===== config.mk =====
export PLATFORM = sky130hd
export DESIGN_NAME = lra_ctrl
export DESIGN_NICKNAME = d
export VERILOG_FILES = /design/src/hdl/lra_pkg.sv /design/src/hdl/lra_ctrl.sv
export SDC_FILE = /design/constraint.sdc
export NUM_CORES = 1
export LEC_CHECK = 0
export ABC_AREA = 0
export BUFFER_PORTS_ARGS = -buffer_cell sky130_fd_sc_hd__buf_2
export CAP_MARGIN = 10
export CORE_AREA = 3 3 46 44
export CTS_CLUSTER_DIAMETER = 40
export DETAILED_ROUTE_END_ITERATION = 6
export DIE_AREA = 0 0 49 47
export HOLD_SLACK_MARGIN = 0.08
export PLACE_DENSITY_LB_ADDON = 0.15
export SETUP_SLACK_MARGIN = 0.2
export SKIP_LAST_GASP = 1
export SYNTH_ARGS = -nofsm -noshare
export SYNTH_HDL_FRONTEND = slang
export SYNTH_SLANG_ARGS = --single-unit

===== constraint.sdc =====
create_clock -name clk -period 1.6 [get_ports clk]
set_input_delay 0.16 -clock clk [delete_from_list [all_inputs] [get_ports clk]]
set_output_delay 0.16 -clock clk [all_outputs]
set_load 0.005 [all_outputs]

===== src/hdl/lra_pkg.sv =====
// Shared constants, types and small helpers for the largest-region area block.
// No dependencies; every other file in hdl but lra_ram imports this package.
package lra_pkg;

  localparam int MAX_ROWS = 64;
  localparam int MAX_COLS = 64;
  localparam int CELL_CAP = MAX_ROWS * MAX_COLS;

  localparam int ROW_W  = $clog2(MAX_ROWS);
  localparam int COL_W  = $clog2(MAX_COLS);
  localparam int CELL_W = $clog2(CELL_CAP);
  localparam int CNT_W  = CELL_W + 1;
  localparam int POS_W  = ROW_W + COL_W;

  localparam int CFG_W     = 7;
  localparam int CFG_IDX_W = 1;
  localparam int AREA_W    = 13;

  localparam logic [CFG_IDX_W-1:0] REG_ROW_COUNT    = 1'b0;
  localparam logic [CFG_IDX_W-1:0] REG_COLUMN_COUNT = 1'b1;

  localparam int NBR_W = 3;
  localparam logic [NBR_W-1:0] NBR_LAST = 3'd7;

  // Commands from the controller to the datapath.
  typedef struct packed {
    logic accept;
    logic clr_step;
    logic scan_rd;
    logic seed;
    logic scan_adv;
    logic region_end;
    logic pop;
    logic pop_latch;
    logic nb_rd;
    logic nb_chk;
    logic emit;
  } dp_cmd_t;

  // Status from the datapath to the controller.
  typedef struct packed {
    logic grid_end;
    logic clr_last;
    logic scan_open;
    logic scan_last;
    logic q_empty;
    logic nb_last;
    logic out_busy;
  } dp_status_t;

  // Row offset of neighbour k (eight surrounding cells).
  function automatic logic signed [1:0] nbr_dr(input logic [NBR_W-1:0] k);
    logic signed [1:0] d;
    case (k)
      3'd0, 3'd1, 3'd2: d = -2'sd1;
      3'd3, 3'd4:       d = 2'sd0;
      default:          d = 2'sd1;
    endcase
    return d;
  endfunction

  // Column offset of neighbour k.
  function automatic logic signed [1:0] nbr_dc(input logic [NBR_W-1:0] k);
    logic signed [1:0] d;
    case (k)
      3'd0, 3'd3, 3'd5: d = -2'sd1;
      3'd1, 3'd6:       d = 2'sd0;
      default:          d = 2'sd1;
    endcase
    return d;
  endfunction

  function automatic logic [ROW_W:0] clamp_rows(input logic [CFG_W-1:0] v);
    logic [ROW_W:0] r;
    if (v == '0) r = (ROW_W+1)'(1);
    else if (int'(v) > MAX_ROWS) r = (ROW_W+1)'(MAX_ROWS);
    else r = (ROW_W+1)'(v);
    return r;
  endfunction

  function automatic logic [COL_W:0] clamp_cols(input logic [CFG_W-1:0] v);
    logic [COL_W:0] r;
    if (v == '0) r = (COL_W+1)'(1);
    else if (int'(v) > MAX_COLS) r = (COL_W+1)'(MAX_COLS);
    else r = (COL_W+1)'(v);
    return r;
  endfunction

endpackage


===== src/hdl/lra_ctrl.sv =====
// Sequencer for load, visited clear, scan and breadth-first fill.
// Depends on lra_pkg; drives lra_dpath through command and status structs.
module lra_ctrl (
  input  logic                clk,
  input  logic                rst,
  input  lra_pkg::dp_status_t st,
  output lra_pkg::dp_cmd_t    cmd
);
  import lra_pkg::*;

  typedef enum logic [8:0] {
    S_IDLE     = 9'b000000001,
    S_CLEAR    = 9'b000000010,
    S_SCAN_RD  = 9'b000000100,
    S_SCAN_CHK = 9'b000001000,
    S_POP      = 9'b000010000,
    S_POP_WAIT = 9'b000100000,
    S_NB_RD    = 9'b001000000,
    S_NB_CHK   = 9'b010000000,
    S_DONE     = 9'b100000000
  } state_t;

  state_t state, state_next;

  always_ff @(posedge clk) begin
    if (rst) begin
      state <= S_IDLE;
    end else begin
      state <= state_next;
    end
  end

  always_comb begin
    state_next = state;
    cmd        = '0;
    unique case (state)
      S_IDLE: begin
        cmd.accept = 1'b1;
        if (st.grid_end) state_next = S_CLEAR;
      end
      S_CLEAR: begin
        cmd.clr_step = 1'b1;
        if (st.clr_last) state_next = S_SCAN_RD;
      end
      S_SCAN_RD: begin
        cmd.scan_rd = 1'b1;
        state_next  = S_SCAN_CHK;
      end
      S_SCAN_CHK: begin
        if (st.scan_open) begin
          cmd.seed   = 1'b1;
          state_next = S_POP;
        end else if (st.scan_last) begin
          state_next = S_DONE;
        end else begin
          cmd.scan_adv = 1'b1;
          state_next   = S_SCAN_RD;
        end
      end
      S_POP: begin
        if (st.q_empty) begin
          cmd.region_end = 1'b1;
          if (st.scan_last) begin
            state_next = S_DONE;
          end else begin
            cmd.scan_adv = 1'b1;
            state_next   = S_SCAN_RD;
          end
        end else begin
          cmd.pop    = 1'b1;
          state_next = S_POP_WAIT;
        end
      end
      S_POP_WAIT: begin
        cmd.pop_latch = 1'b1;
        state_next    = S_NB_RD;
      end
      S_NB_RD: begin
        cmd.nb_rd  = 1'b1;
        state_next = S_NB_CHK;
      end
      S_NB_CHK: begin
        cmd.nb_chk = 1'b1;
        state_next = st.nb_last ? S_POP : S_NB_RD;
      end
      S_DONE: begin
        if (!st.out_busy) begin
          cmd.emit   = 1'b1;
          state_next = S_IDLE;
        end
      end
      default: state_next = S_IDLE;
    endcase
  end
endmodule


==> results.cfg, run 1 <==
[timing]
fin_crit_sh = 1.22
fin_crit_ps = 1950
fmax_ghz = 0.514
rsz0062_at_grt = yes
setup_viol_count_final = 14
hold_viol = 0
tightest_slew_ps = 367
skew_ps = 0.459
worst_slack_ps = -347
drv_slew = 0
maxSlewHeadroom = 0.755

[floorplanning]
start_util = 0.405
io_pins = 20
dieArea_mm2 = 0.00230
die_w_um = 49
core_mm2 = 0.00163
dieHeight_um = 47
num_rows = 14

[status]
run_status = finished with violations
violations = negative setup slack

[synth]
synth_nets = 91
ys_seq_area_frac = 0.273
synth_area_um2 = 659
netlist_instances = 82
ys_ff_latch = 9
synth_cell_type_count = 39
synth-warning-count = 0
syn_area_per_cell_um2 = 8.04

[cells_and_area]
layout_commonest_cell = buf_6
nets = 143
area.growth.synth_to_final_pct = 94.7
fin_util = 0.788
final_cell_mix = buf_6 (19), buf_2 (16), buf_4 (16)
n_antenna_cell = 0
top_register = state
largest_reg_flops = 9
drive_gt1_frac = 0.624
largestRegisters = state (9)

[worst_setup_path]
worstPathArrival_ps = 1790
critPathRequiredTime_ps = 1440
cp_slowest_cell = or4_4
crit_fanout = 4
cpPeakStageDelay_ps = 570
start_kind = register
end_kind = output port
path_class = register to output port
cp_cell_sequence = or4_4 > nor4b_2 > o21bai_1 > inv_1 > buf_2
r2r_slack_ps = -230

[detailed_routing]
post_drt_wl_per_cell_um = 17.5
drt_iter0_markers = 50
drt-pass1-iter-count = 4
routed-via-count = 908
ant_nets = 0
routed_via_density = 5.78
totalWireLength_um = 2740
drc = 0

[clock_network]
numCtsBuffers = 3
root_buffer = clkbuf_4
cts_tree = built
clk_transition_reported_paths_ps = 70
clk_latency_ps = 260
cts.hold.buffers_added = 0
htreeDepth = 1
cts.sinks = 9
cts_buffer_depth = 2

[power_and_ir_drop]
sw_frac_of_total = 0.388
finalPower_uw = 907
p_leak_nw = 0.568
combPwrFrac = 0.493
clock_power_share = 0.205
intPower_uw = 555
p_sw_uw = 352
powerDensity_mw_per_mm2 = 707
vdd_ir_drop_max_mv = 0.434
seq_power_share = 0.303

[global_routing]
overflow = 0
grt_util_met1 = 0.256
busiest_layer = met2
grtUsageMet2 = 0.393
grt_usage = 0.226
grt_pass1_vias = 827
grt_max_degree = 11
globalRouteMet3Util = 0.0667
antenna_found_initial = 0
grt_pass1_wl_um = 3800

[hold_path]
hold_class = input pin to register

[flow_run]
cap_violations = 0

[placement]
io_buffers = 19
hpwl_um = 1370
pre_cts_ws_ps = -65.1
place.gp.congestion = 0.759
layer usage:
metal | vias to the layer above | part of all wire
met5 | - | 0
met4 | 0 | 0.036
met3 | 16 | 0.096
met2 | 64 | 0.47
met1 | 417 | 0.40
li1 | 411 | -
Yosys cell counts (all sizes together):
cell type,count,area share
a41oi,1,0.013
o21ba,1,0.015
a32oi,1,0.013
or2b,1,0.011
nand3,3,0.023
nor4b,2,0.036
clkbuf,3,0.017
and4,2,0.027
and3,2,0.019
or3,2,0.019
o21ai,2,0.015
dfxtp,9,0.27
buf,1,0.017
nand2,1,0.0057
nand2b,3,0.028
and2,2,0.019
nor2b,3,0.028
o21bai,1,0.011
o31a,1,0.013
inv,4,0.023
o2111ai,1,0.013
nor3b,1,0.011
nor4,3,0.028
or4,2,0.034
nor2,8,0.046
nand4b,1,0.013
a21boi,1,0.011
nor3,5,0.046
a21oi,4,0.030
a221oi,1,0.023
or2,1,0.0095
and4b,1,0.015
xor2,3,0.040
nand4,4,0.038
or3b,1,0.013
stage by stage:
stage / std cells / TNS [ps] / hold slack, ps / area, um2
5_1_grt: 157 / -3720 / 179 / 1280
6_report: 157 / -2770 / 172 / 1280
3_3_place_gp: 133 / -72.1 / 407 / 860
4_1_cts: 153 / -2030 / 144 / 1130
2_1_floorplan: 82 / -29.8 / 229 / 667
3_5_place_dp: 133 / -134 / 413 / 860
worst paths after layout:
check | cells after the start | to | from
setup reg to reg | 5 | state[0] | state[6]
hold reg to reg | 2 | state[3] | state[3]
hold / removal | 3 | state[4] | st[1]
setup / recovery | 5 | cmd[6] | state[6]
worst max-delay path, delay by kind of cell (launching register included):
family | cells | cell delay, ps
AND/OR/NAND/NOR | 2 | 900
flip-flops | 1 | 320
AO/OA/AOI/OAI | 1 | 140
buffers and inverters | 2 | 160
kinds of logic after synthesis:
logic type / share of synthesized area
AND/OR/NAND/NOR: 0.471
flip-flops: 0.273
XOR/XNOR: 0.0399
buffers and inverters: 0.0569
AO/OA/AOI/OAI: 0.159
what timing repair did:
action	in CTS	in global routing
setup buffers	16	4
pin swaps	11	12
setup endpoints to repair	16	20
gates resized for setup	30	25
cell type report:
cell class / count / area [um2]
repair buffers: 51 / 414
multi-input cells: 65 / 607
flip-flops and latches: 9 / 191
inverters: 4 / 15.0
clock buffers: 4 / 26.3
fillers: 101 / 345
well taps: 24 / 30.0
power by group through the flow:
stage               sequential [mW]  clock, mW  combinational [mW]
floorplan                     0.252          0               0.189
global placement              0.270          0               0.274
detailed placement            0.270          0               0.275
CTS                           0.269      0.183               0.356
global route                  0.277      0.197               0.471
finish                        0.275      0.186               0.447
Note: power is estimated with default switching activity, not from simulation.
==> run 2: changes to the inputs <==
--- a/config.mk
+++ b/config.mk
@@ -8,11 +8,10 @@
 export ABC_AREA = 0
 export BUFFER_PORTS_ARGS = -buffer_cell sky130_fd_sc_hd__buf_2
 export CAP_MARGIN = 10
-export CORE_AREA = 3 3 46 44
-export CTS_CLUSTER_DIAMETER = 40
+export CORE_AREA = 3 3 45 43
 export DETAILED_ROUTE_END_ITERATION = 6
-export DIE_AREA = 0 0 49 47
-export HOLD_SLACK_MARGIN = 0.08
+export DIE_AREA = 0 0 48 46
+export HOLD_SLACK_MARGIN = 0.06
 export PLACE_DENSITY_LB_ADDON = 0.15
 export SETUP_SLACK_MARGIN = 0.2
 export SKIP_LAST_GASP = 1
==> results.cfg, run 2 (synthesized netlist as in run 1, its figures left out) <==
[worst_setup_path]
crit_fanout = 4
r2r_end = state[2]
end_kind = output port
path_class = register to output port
cp_slowest_cell = or4_4
start_kind = register
reg2reg_from = state[6]
cp_top_family = simple AND/OR/NAND/NOR gates
r2r_slack_ps = -230
cpPeakStageDelay_ps = 580
worstPathArrival_ps = 1900
cp_cell_sequence = or4_4 > nor3_2 > nand3_1 > nor2_1 > buf_2
critPathRequiredTime_ps = 1440
r2r_cells = 5
path_buf_inv = 1

[status]
run_status = finished with violations
violations = negative setup slack

[global_routing]
grt_pass1_vias = 770
antenna_found_initial = 0
grt_pass1_wl_um = 3660
overflow = 0
grt_max_degree = 11
grt_usage = 0.247

[clock_network]
htreeDepth = 1
cts_tree = built
cts_buffer_depth = 2
cts.hold.buffers_added = 0
numCtsBuffers = 3
cts.sinks = 9
root_buffer = clkbuf_4
clk_transition_reported_paths_ps = 70
clk_latency_ps = 270

[timing]
fin_crit_ps = 2060
worst_slack_ps = -459
setup_tns_ps = -2590
hold-worst-slack_ps = 159
hold_viol = 0
drv_slew = 0
maxSlewHeadroom = 0.828
fmax_ghz = 0.486
fin_crit_sh = 1.29
rsz0062_at_grt = yes
skew_ps = 3.10
tightest_slew_ps = 256
setup_viol_count_final = 13

[detailed_routing]
drt_iter0_markers = 45
routed-via-count = 881
post_drt_wl_per_cell_um = 18.4
routed_via_density = 6.08
drt-pass1-iter-count = 4
drc = 0
ant_nets = 0
totalWireLength_um = 2670

[placement]
io_buffers = 19
pre_cts_ws_ps = -53.9
place.gp.congestion = 0.841
hpwl_um = 1400
placedCellCount = 124

[cells_and_area]
layout_commonest_cell = buf_4
seq_area_um2 = 194
instances_no_fill = 145
top_register = state
area.growth.synth_to_final_pct = 85.0
final_cell_mix = buf_4 (20), buf_2 (17), buf_6 (10)
largest_reg_flops = 9
n_antenna_cell = 0
nFillCells = 81
largestRegisters = state (9)
nets = 140
multiInputGateArea_um2 = 603
drive_gt1_frac = 0.638

[power_and_ir_drop]
powerDensity_mw_per_mm2 = 685
p_leak_nw = 0.533
vdd_ir_drop_max_mv = 0.678

[floorplanning]
io_pins = 20
dieArea_mm2 = 0.00221
num_rows = 13
die_w_um = 48
start_util = 0.450
core_mm2 = 0.00146
dieHeight_um = 46

[hold_path]
min-delay-start = st[3]
hold_end = state[8]
hold_path_depth = 3
hold_class = input pin to register

[flow_run]
cap_violations = 0
==> run 2: final cells by class <==
class                   instances  share of cell area
flip-flops and latches          9               0.159
clock buffers                   4              0.0215
well taps                      15              0.0154
inverters                       4              0.0123
repair buffers                 48               0.297
multi-input cells              65               0.494
==> run 2: worst max-delay path by stage <==
stage / from / end / slack [ps] / cells after the start
floorplan: state[6] / state[2] / -30 / 3
global placement: state[6] / state[2] / -30 / 4
detailed placement: state[6] / state[2] / -50 / 4
CTS: state[6] / cmd[9] / -310 / 4
global route: state[6] / cmd[0] / -570 / 5
finish: state[6] / cmd[0] / -460 / 5
==> run 2: repair_timing <==
item / CTS / global route
setup buffers: 11 / 6
setup endpoints to repair: 18 / 20
resized for setup: 36 / 14
pin swaps: 12 / 8
==> run 2: metrics by stage <==
step	instance area, um2	power [mW]	utilization
5_1_grt	1220	0.896	0.833
3_3_place_gp	848	0.547	0.579
3_5_place_dp	848	0.551	0.579
4_1_cts	1110	0.779	0.761
2_1_floorplan	667	0.440	-
6_report	1220	0.836	0.833
==> run 2: report_power, final <==
part	switching, mW	internal, mW	leakage [nW]
Clock	0.0900	0.0967	0.0150
Combinational	0.204	0.173	0.441
Sequential	0.0303	0.241	0.0770
Total	0.325	0.511	0.533
==> run 2: worst register-to-register path: cells and delay by family (launching register included) <==
kind / cells / cell delay, ps
AND/OR/NAND/NOR: 2 / 930
AO/OA/AOI/OAI: 2 / 350
flip-flops: 1 / 320
buffers and inverters: 1 / 140
==> run 2: metal layers <==
layer	track usage	share of wire	vias up
met3	0.0711	0.076	12
met2	0.425	0.49	48
li1	-	-	406
met1	0.300	0.38	415
met4	0.0484	0.052	0
met5	0	0	-
==> run 3: changes to the inputs <==
==> constraint.sdc (replaced) <==
create_clock -name clk -period 1.6 [get_ports clk]
set_input_delay 0 -clock clk [delete_from_list [all_inputs] [get_ports clk]]
set_output_delay 0 -clock clk [all_outputs]
set_load 0.005 [all_outputs]
==> results.cfg, run 3 (synthesized netlist as in run 1, its figures left out) <==
[status]
run_status = finished with violations
violations = negative setup slack

[cells_and_area]
top_register = state
final_area_mm2 = 0.00121
area.growth.synth_to_final_pct = 83.9
layout_commonest_cell = buf_4
nets = 140
final_cell_mix = buf_4 (19), buf_2 (17), buf_6 (8)
largest_reg_flops = 9
largestRegisters = state (9)
drive_gt1_frac = 0.577
fin_util = 0.828
nFillCells = 86
n_antenna_cell = 0

[detailed_routing]
post_drt_wl_per_cell_um = 16.4
routed_via_density = 5.83
drt_iter0_markers = 10
drc = 0
totalWireLength_um = 2380
drt-pass1-iter-count = 4
ant_nets = 0
routed-via-count = 846

[timing]
rsz0062_at_grt = yes
fin_crit_ps = 1910
worst_slack_ps = -313
skew_ps = 3.69
hold_viol = 0
setup_viol_count_final = 7
tightest_slew_ps = 314
hold-worst-slack_ps = 69.7
fmax_ghz = 0.523
maxSlewHeadroom = 0.790
drv_slew = 0
fin_crit_sh = 1.20

[clock_network]
cts_tree = built
cts.sinks = 9
clk_transition_reported_paths_ps = 60
cts_buffer_depth = 2
numCtsBuffers = 3
htreeDepth = 1
clk_latency_ps = 270
root_buffer = clkbuf_4

[floorplanning]
die_w_um = 48
dieHeight_um = 46
start_util = 0.450
num_rows = 13
core_mm2 = 0.00146
dieArea_mm2 = 0.00221
io_pins = 20

[power_and_ir_drop]
combPwrFrac = 0.472
intPower_uw = 547
seq_power_share = 0.318
powerDensity_mw_per_mm2 = 730
finalPower_uw = 885
p_leak_nw = 0.535
vdd_ir_drop_max_mv = 0.670
sw_frac_of_total = 0.382
clock_power_share = 0.211
p_sw_uw = 338

[global_routing]
grt_usage = 0.233
grt_pass1_wl_um = 3450
grt_pass1_vias = 749
grt_max_degree = 11
antenna_found_initial = 0
overflow = 0

[worst_setup_path]
start_kind = register
r2r_end = state[2]
crit_fanout = 3
r2r_slack_ps = -230
worstPathArrival_ps = 1910
end_kind = output port
worstSetupEndpoint = cmd[9]
reg2reg_from = state[6]
path_class = register to output port
critPathRequiredTime_ps = 1600
r2r_cells = 4
startpoint = state[6]

[placement]
place.gp.congestion = 0.851
pre_cts_ws_ps = -84.8
io_buffers = 19
hpwl_um = 1500
postPlaceCellArea_um2 = 886

[flow_run]
cap_violations = 0

[hold_path]
hold_class = input pin to register
run 3: area by class of cell:
cell class	count	area, um2	share of cell area
inverter	4	15.0	0.0124
timing repair buffer	48	358	0.295
tap	15	18.8	0.0155
clock buffer	4	26.3	0.0217
sequential	9	185	0.153
multi-input combinational	65	609	0.503
run 3: critical path: stages (launching register included):
cell	delay [ps]
dfxtp_2	320
or4_4	570
buf_4	170
or4_4	430
inv_1	60
buf_2	100
run 3: how the worst min path moves through the flow:
stage | start | to | cells after the start
2_1_floorplan | st[0] | cmd[0] | 1
3_3_place_gp | st[0] | cmd[0] | 3
3_5_place_dp | st[0] | cmd[0] | 3
4_1_cts | st[4] | state[4] | 3
5_1_grt | st[4] | state[4] | 3
6_report | st[4] | state[4] | 3
run 3: what timing repair did:
item	CTS	global route
gates resized for setup	32	9
pin swaps	17	8
hold endpoints to repair	3	0
buffers inserted	6	2
setup endpoints to repair	18	19
hold buffers	4	0
run 3: power by group through the flow:
stage | sequential, mW | combinational, mW | clock (mW)
floorplan | 0.252 | 0.188 | 0
global placement | 0.272 | 0.287 | 0
detailed placement | 0.272 | 0.293 | 0
CTS | 0.275 | 0.374 | 0.186
global route | 0.286 | 0.452 | 0.203
finish | 0.281 | 0.417 | 0.187
run 3: metal layers:
layer / up-vias / wire (um) / GRT usage
met2: 28 / 1240 / 0.377
met3: 6 / 133 / 0.0435
met1: 409 / 950 / 0.278
met5: - / 0 / 0
li1: 403 / - / -
met4: 0 / 51 / 0.140
run 3: per-stage QoR:
| stage | std cells | setup TNS, ps |
|---|---|---|
| after detailed placement | 129 | -106 |
| after global routing | 145 | -2030 |
| final | 145 | -1540 |
| after floorplan | 82 | -29.9 |
| after CTS | 143 | -1010 |
| after global placement | 129 | -23.4 |
